--- src/rtl/core/rvt_pkg.sv ---
// Shared constants, types and sequencer states for the ray voxel traversal unit.
`default_nettype none
package rvt_pkg;
  localparam int COORD_W    = 20;
  localparam int DX_W       = 21;
  localparam int VOX_W      = 6;
  localparam int LEN_W      = 17;
  localparam int GRID_W     = 5;
  localparam int AXCNT_W    = 2;
  localparam int CFG_IDX_W  = 2;
  localparam int CFG_DATA_W = 5;
  localparam int MAX_GRID   = 16;
  localparam int AXCNT_RST  = 3;
  localparam int FRAC_BITS  = 12;
  localparam int GUARD_BITS = 8;
  localparam int NAXES      = 3;
  localparam int MAX_OUT    = 64;
  localparam int CNT_W      = 6;
  localparam int TOT_W      = 21;
  localparam int SUM_W      = 43;
  localparam int MUL_A_W    = 30;
  localparam int MUL_B_W    = 22;
  localparam int MUL_P_W    = MUL_A_W + MUL_B_W;
  localparam int WIDE_W     = 54;
  localparam int DVSR_W     = TOT_W + GUARD_BITS + FRAC_BITS;
  localparam int DIV_STEPS  = WIDE_W;
  localparam int DCNT_W     = $clog2(DIV_STEPS);
  localparam int TRAV_W     = 30;
  localparam int RND_W      = TRAV_W - GUARD_BITS + 1;
  localparam int UX_W       = 8;
  localparam logic [LEN_W-1:0] LEN_MAX = '1;

  typedef enum logic [CFG_IDX_W-1:0] {
    CFG_GRID_X     = 2'd0,
    CFG_GRID_Y     = 2'd1,
    CFG_GRID_Z     = 2'd2,
    CFG_AXIS_COUNT = 2'd3
  } cfg_idx_t;

  typedef enum logic [21:0] {
    ST_IDLE  = 22'h000001,
    ST_SQ    = 22'h000002,
    ST_SQACC = 22'h000004,
    ST_ROOT  = 22'h000008,
    ST_EN_M  = 22'h000010,
    ST_EN_D  = 22'h000020,
    ST_EN_W  = 22'h000040,
    ST_EX_M  = 22'h000080,
    ST_EX_D  = 22'h000100,
    ST_EX_W  = 22'h000200,
    ST_CHK   = 22'h000400,
    ST_VX_M1 = 22'h000800,
    ST_VX_M2 = 22'h001000,
    ST_VX_D  = 22'h002000,
    ST_VX_W  = 22'h004000,
    ST_CS_D  = 22'h008000,
    ST_CS_W  = 22'h010000,
    ST_NC_M  = 22'h020000,
    ST_NC_D  = 22'h040000,
    ST_NC_W  = 22'h080000,
    ST_WALK  = 22'h100000,
    ST_OUT   = 22'h200000
  } state_t;

  typedef struct packed {
    logic                     start;
    logic signed [WIDE_W-1:0] dividend;
    logic [DVSR_W-1:0]        divisor;
  } div_req_t;

  typedef struct packed {
    logic                     done;
    logic signed [WIDE_W-1:0] quotient;
    logic                     exact;
  } div_rsp_t;
endpackage
`default_nettype wire

--- src/rtl/core/rvt_div.sv ---
// Shared signed-by-positive floor divider, one quotient bit per cycle.
`default_nettype none
module rvt_div (
  input  logic              clk,
  input  logic              rst,
  input  rvt_pkg::div_req_t req,
  output rvt_pkg::div_rsp_t rsp
);
  logic                              busy;
  logic                              fin;
  logic                              neg;
  logic [rvt_pkg::DCNT_W-1:0]        cnt;
  logic [rvt_pkg::WIDE_W-1:0]        mag;
  logic [rvt_pkg::WIDE_W-1:0]        qinc;
  logic [rvt_pkg::DVSR_W-1:0]        rem;
  logic [rvt_pkg::DVSR_W-1:0]        dvsr;
  logic [rvt_pkg::DVSR_W:0]          trial;
  logic                              fits;

  assign trial = {rem, mag[rvt_pkg::WIDE_W-1]};
  assign fits  = trial >= {1'b0, dvsr};
  assign qinc  = mag + rvt_pkg::WIDE_W'(rem != '0);

  assign rsp.done     = fin;
  assign rsp.exact    = (rem == '0);
  assign rsp.quotient = neg ? -signed'(qinc) : signed'(mag);

  always_ff @(posedge clk) begin
    if (rst) begin
      busy <= 1'b0;
      fin  <= 1'b0;
      cnt  <= '0;
    end else begin
      fin <= 1'b0;
      if (req.start) begin
        busy <= 1'b1;
        cnt  <= '0;
      end else if (busy) begin
        cnt <= cnt + rvt_pkg::DCNT_W'(1);
        if (cnt == rvt_pkg::DCNT_W'(rvt_pkg::DIV_STEPS - 1)) begin
          busy <= 1'b0;
          fin  <= 1'b1;
        end
      end
    end
  end

  always_ff @(posedge clk) begin
    if (req.start) begin
      neg  <= req.dividend[rvt_pkg::WIDE_W-1];
      mag  <= req.dividend[rvt_pkg::WIDE_W-1] ? rvt_pkg::WIDE_W'(-req.dividend)
                                               : rvt_pkg::WIDE_W'(req.dividend);
      rem  <= '0;
      dvsr <= req.divisor;
    end else if (busy) begin
      mag <= {mag[rvt_pkg::WIDE_W-2:0], fits};
      rem <= fits ? rvt_pkg::DVSR_W'(trial - {1'b0, dvsr}) : trial[rvt_pkg::DVSR_W-1:0];
    end
  end
endmodule
`default_nettype wire

--- config.mk ---
export PLATFORM = sky130hd
export DESIGN_NAME = rvt_div
export DESIGN_NICKNAME = d
export VERILOG_FILES = /design/src/rtl/core/rvt_pkg.sv /design/src/rtl/core/rvt_div.sv
export SDC_FILE = /design/constraint.sdc
export NUM_CORES = 1
export LEC_CHECK = 0
export BUFFER_PORTS_ARGS = -buffer_cell sky130_fd_sc_hd__buf_4
export CAP_MARGIN = 15
export CORE_ASPECT_RATIO = 1.4
export CORE_MARGIN = 2
export CORE_UTILIZATION = 60
export DETAILED_ROUTE_END_ITERATION = 10
export GPL_TIMING_DRIVEN = 0
export PLACE_DENSITY = 0.94
export SLEW_MARGIN = 40
export SYNTH_ARGS = -nofsm -noshare
export SYNTH_HDL_FRONTEND = slang
export SYNTH_SLANG_ARGS = --single-unit
--- constraint.sdc ---
create_clock -name clk -period 4.3 [get_ports clk]
set_clock_uncertainty 0.15 [all_clocks]
set_input_delay 0.215 -clock clk [delete_from_list [all_inputs] [get_ports clk]]
set_output_delay 0.215 -clock clk [all_outputs]
set_load 0.01 [all_outputs]
==> Yosys cells after proc, flatten, opt, wreduce, memory -nomap -nowiden <==
Index checks and enable logic that the tools add are counted.
{ "op_classes": {"addsub": 5, "order_cmp": 1, "eq_ne": 1, "mux": 9, "n_bitwise": 1, "n_reduce_logical": 5} }
{ "op_table": {"columns": ["cell", "n"], "rows": [
  ["$mux 54", 4],
  ["$neg 54->54", 2],
  ["$add 54x1->54", 1],
  ["$ge 42x41->1", 1],
  ["$logic_not 41->1", 1],
  ["$mux 41", 1],
  ["$reduce_bool 41->1", 1],
  ["$sub 41x41->41", 1],
  ["$add 6x1->6 const B", 1],
  ["$eq 6x6->1 const B", 1],
  ["$mux 1", 4],
  ["$reduce_or 3->1", 1],
  ["$reduce_bool 2->1", 1],
  ["$reduce_or 2->1", 1],
  ["$not 1->1", 1]
]} }
{ "word_totals": {"reg_bits": 145, "input_bits": 98, "output_inout_bits": 56, "word_cells": 29} }

==> Longest topological paths before layout <==
{ "logic_depth": {"ltp_word": 4, "depth_mapped": 17} }

==> Least setup slack after synthesis <==
OpenSTA, ideal clock, no wires.
{ "synth_path": {"path_kind": "register to output", "startpoint": "reg rem[7] (netlist bit)", "endpoint": "out rsp[52] (netlist bit)", "arrival_time_ps": 3478, "required_time_ps": 3935, "setup_slack_ps": 457, "path_stages_with_launch": 18, "path_buffers": 0, "cell_sequence": "dfxtp_1 -> nor4_1 -> nand4_1 -> nor3_1 -> ha_1 -> ha_1 -> inv_1 -> ha_1 -> o21bai_1 -> o21ai_0 -> a211oi_1 -> o21ai_0 -> o21bai_1 -> a21o_1 -> a2bb2oi_1 -> a31oi_1 -> xor2_1 -> mux2i_1"} }
{ "synth_rtl": {"columns": ["item", "line_no", "rtl"], "rows": [
  ["start: declaration", "rvt_div.sv:15", "logic [rvt_pkg::DVSR_W-1:0] rem;"],
  ["start signal: assignment", "rvt_div.sv:57", "rem <= fits ? rvt_pkg::DVSR_W'(trial - {1'b0, dvsr}) : trial[rvt_pkg::DVSR_W-1:0];"],
  ["end: declaration", "rvt_div.sv:7", "output rvt_pkg::div_rsp_t rsp"]
]} }

==> qor.csv <==
stage,metric,value,unit
outcome,status,"complete, but fails checks",
outcome,failing checks,negative setup slack,
routing,iteration-0 DRC count of the detailed router,1645,
worst_setup_path,WP data arrival,4.18,ns
flow_run,max-cap viol count,0,
worst_setup_path,CP Class,flip-flop to output port,
power_and_ir_drop,pwr/cell area,371,nW/µm²
final_layout,Inserted Diodes,0,
timing,Max Clock Freq,220,MHz
worst_setup_path,Worst path max stage delay,0.35,ns
power_and_ir_drop,Design Power,5.97,mW
synth,Post-synth EDFFs,96,
synth,Mapped Nets,1795,
routing,Pre-antenna DRT Iters,6,
floorplanning,I/O pin cnt,154,
worst_setup_path,RR Startpoint,mag[53],
synth,post-synth cell types,85,
worst_setup_path,Critical Path End Type,output port,
power_and_ir_drop,Power Internal,3.69,mW
min_path,worst hold path startpoint,req[54],
timing,RSZ-0062 raised after global routing,true,
synth,Yosys reg bits,145,
cts,CTS buffer count,17,
worst_setup_path,crit-path max FO,4,
floorplanning,# rows,63,
timing,fin crit share,106,%
placed_design,hpwl dp,29400,µm
cts,H-tree levels,4,
min_path,Tightest Hold Check Type,input port to flip-flop,
power_and_ir_drop,Sw Share,38.1,%
synth,syn avg cell area,8.14,µm²
power_and_ir_drop,clock share of power,26.9,%
floorplanning,die width,128,µm
global_route,vias in the first global route,13352,
floorplanning,Die Footprint,22900,µm²
timing,worst setup margin,-0.247,ns
power_and_ir_drop,Gate power share,43.7,%
worst_setup_path,crit-path leading delay family,compound AO/OA/AOI/OAI gates,
worst_setup_path,CP most frequent cell,ha_4,
worst_setup_path,worst-path cell chain,nor4_4 > nand4_1 > nor3_4 > ha_2 > ha_4 > inv_2 > ha_4 > o21bai_4 > o21ai_4 > a211oi_2 > o21ai_2 > o21bai_2 > a21o_1 > a2bb2oi_4 > a31oi_4 > xor2_1 > mux2i_1 > buf_4,
synth,"FFs w/ async S/R, synth",0,%
power_and_ir_drop,sequential share of power,29.4,%
placed_design,dpl cell area,14500,µm²
placed_design,IO buf count,153,
timing,Worst-Margin Slew,0.970,ns
synth,Post-Synthesis Cells,1597,
routing,# DRC,0,
timing,final hold viol count,0,
global_route,largest net degree at the start of global routing,55,
routing,wire length per cell,19.7,µm
timing,final setup fails,21,
cts,"Reg clk slew, reported paths",0.06,ns
global_route,global-route wire length before repair,64500,µm
timing,Period minus WS final,4.55,ns
synth,ys flop type,edfxtp_1,
placed_design,GPL Wtd Cong,0.984,
cts,clock sink total,145,
synth,"Seq/Total Area, Yosys",29.7,%
routing,vias per inst,6.52,
global_route,GR Util All Layers,35.3,%
final_layout,Post-Route Utilization,75.9,%
worst_setup_path,WP buf/inv,2,
global_route,initial antenna violation count,0,
final_layout,Layout area overhead,23.7,%
global_route,global route total overflow,0,
floorplanning,Starting Density,61.3,%
power_and_ir_drop,Peak VDD IR,0.365,mV
worst_setup_path,crit path from,rem[13],
synth,post-synthesis cell area,13000,µm²
routing,Total Wirelength,41500,µm
power_and_ir_drop,Pleak,6.99,nW
power_and_ir_drop,Net Switching,2.27,mW
synth,Synth Warn #,0,
worst_setup_path,Critical Path Start Type,flip-flop,
final_layout,nets@finish,2030,
final_layout,share of cells above drive strength 1,17.9,%
cts,CTS tree,yes,
cts,Root Driver,clkbuf_16,
routing,Vias,13708,
cts,clock latency on the worst-skew pair,0.44,ns
worst_setup_path,slowest CP cell,dfxtp_2,
cts,Longest Clk Path Bufs,2,
worst_setup_path,Worst Path Required,3.93,ns
timing,Slew HR,34.7,%
floorplanning,Vert. Die Dim,178,µm
timing,Pins Over Slew Limit,0,
floorplanning,core box area,21200,µm²
final_layout,post-route cell area,16100,µm²
routing,Antenna Nets Post-Route,0,
[what timing repair did]
action / in CTS / in global routing
endpoints found under the setup margin: 40 / 30
hold buffers: 43 / 0
resized for setup: 49 / 58
hold endpoints to repair: 43 / 0
pin swaps: 30 / 26
buffers inserted: 10 / 10
[sequential cells by signal, summed over array words and instances (netlist names)]
| register | flops |
|---|---|
| neg | 1 |
| cnt | 6 |
| dvsr | 41 |
| rem | 41 |
| busy | 1 |
| fin | 1 |
| mag | 54 |
[area by class of cell]
type / count / area, µm²
buffer: 81 / 393
clock buffer: 19 / 454
clock inverter: 12 / 154
fill: 1437 / 5120
inverter: 126 / 473
multi-input combinational: 1245 / 8660
sequential: 145 / 3890
tap: 260 / 325
timing repair buffer: 216 / 1740
[worst paths after layout]
path	cells past startpoint	end	slack (ns)
worst max-delay path	18	rsp[52]	-0.25
worst min-delay path	3	mag[13]	0.03
worst max register to register	14	rem[2]	0.27
worst min register to register	2	rem[1]	0.36
[cell usage in the layout, fill, tap and decap left out, types with 6 or more instances in the layout]
master         instances
o21ai_1               19
ha_1                  95
a21o_1                52
o21a_1                10
nand4_1               27
nand2b_1               7
xnor2_1               47
buf_6                  7
clkbuf_16             18
nor2_1               146
and3_1                13
a31oi_1               10
nor2b_1               14
buf_4                172
o21bai_1              20
o21ai_2               12
o21ai_0               88
nor3_1                19
o31ai_1               16
nand2_1              127
nand3_1               31
and4_1                 7
dfxtp_1               29
and2_1                16
a211oi_1              35
xor2_1                88
or3_1                  6
or2_2                  6
mux2i_1               30
inv_1                125
clkbuf_1              64
a211o_1                6
o41ai_1                8
nor4_2                 6
o211ai_1               6
edfxtp_1              96
dlygate4sd3_1         43
a21oi_1              159
dfxtp_2               19
nor4_1                 6
[cells in the mapped netlist, types with 6 or more instances]
cell type | number | area [µm²]
a211o_1 | 6 | 52.6
a211oi_1 | 37 | 278
a21o_1 | 52 | 390
a21oi_1 | 164 | 821
a31oi_1 | 11 | 68.8
and2_1 | 17 | 106
and3_1 | 14 | 87.6
and4_1 | 7 | 61.3
clkbuf_1 | 63 | 236
dfxtp_1 | 49 | 981
edfxtp_1 | 96 | 2880
ha_1 | 99 | 1240
inv_1 | 126 | 473
mux2i_1 | 30 | 300
nand2_1 | 129 | 484
nand2b_1 | 7 | 43.8
nand3_1 | 33 | 165
nand4_1 | 27 | 169
nor2_1 | 147 | 552
nor2b_1 | 14 | 87.6
nor3_1 | 21 | 105
nor4_1 | 15 | 93.8
o211ai_1 | 6 | 45.0
o21a_1 | 10 | 75.1
o21ai_0 | 102 | 510
o21ai_1 | 16 | 80.1
o21bai_1 | 23 | 173
o31ai_1 | 18 | 135
o41ai_1 | 8 | 70.1
or2_2 | 7 | 43.8
or3_1 | 6 | 37.5
xnor2_1 | 47 | 412
xor2_1 | 88 | 771
[power groups by stage]
stage	sequential [mW]	combinational, mW	clock, mW
2_1_floorplan	1.72	1.60	0
3_3_place_gp	1.76	2.23	0
3_5_place_dp	1.76	2.29	0
4_1_cts	1.74	2.44	1.59
5_1_grt	1.76	2.82	1.64
6_report	1.75	2.61	1.61
[stage by stage]
stage               hold WS (ns)  instances  setup slack, ns  setup TNS, ns
finish                    0.0309       2104           -0.247          -3.08
global route              0.0636       2104           -0.326          -4.41
CTS                       0.0315       2094           -0.251          -1.77
detailed placement         0.242       2010           -0.834         -12.46
global placement           0.238       2010           -0.675          -9.16
floorplan                  0.137       1597            0.457              0
[logic make-up (layout without fill, tap and decap cells)]
group | count (synthesis) | in the layout | share of synthesized area, %
xor+xnor | 135 | 135 | 9.09
fa+ha+maj | 100 | 100 | 9.68
mux | 31 | 31 | 2.40
buf+inv | 207 | 454 | 6.64
simple gates | 472 | 472 | 17.7
compound gates | 507 | 507 | 24.8
flops | 145 | 145 | 29.7
[layer usage]
layer  track usage [%]  vias up  share of wire [%]
li1                  -     6246                  -
met1              37.1     6294                 34
met2              64.0      891                 50
met3              5.13      277                7.9
met4              25.1        0                7.8
met5                 0        -                  0
[worst min-delay path: stages]
cell     delay, ns
buf_4         0.09
xor2_1        0.06
a21oi_1       0.13
(Power assumes the default switching activity.)
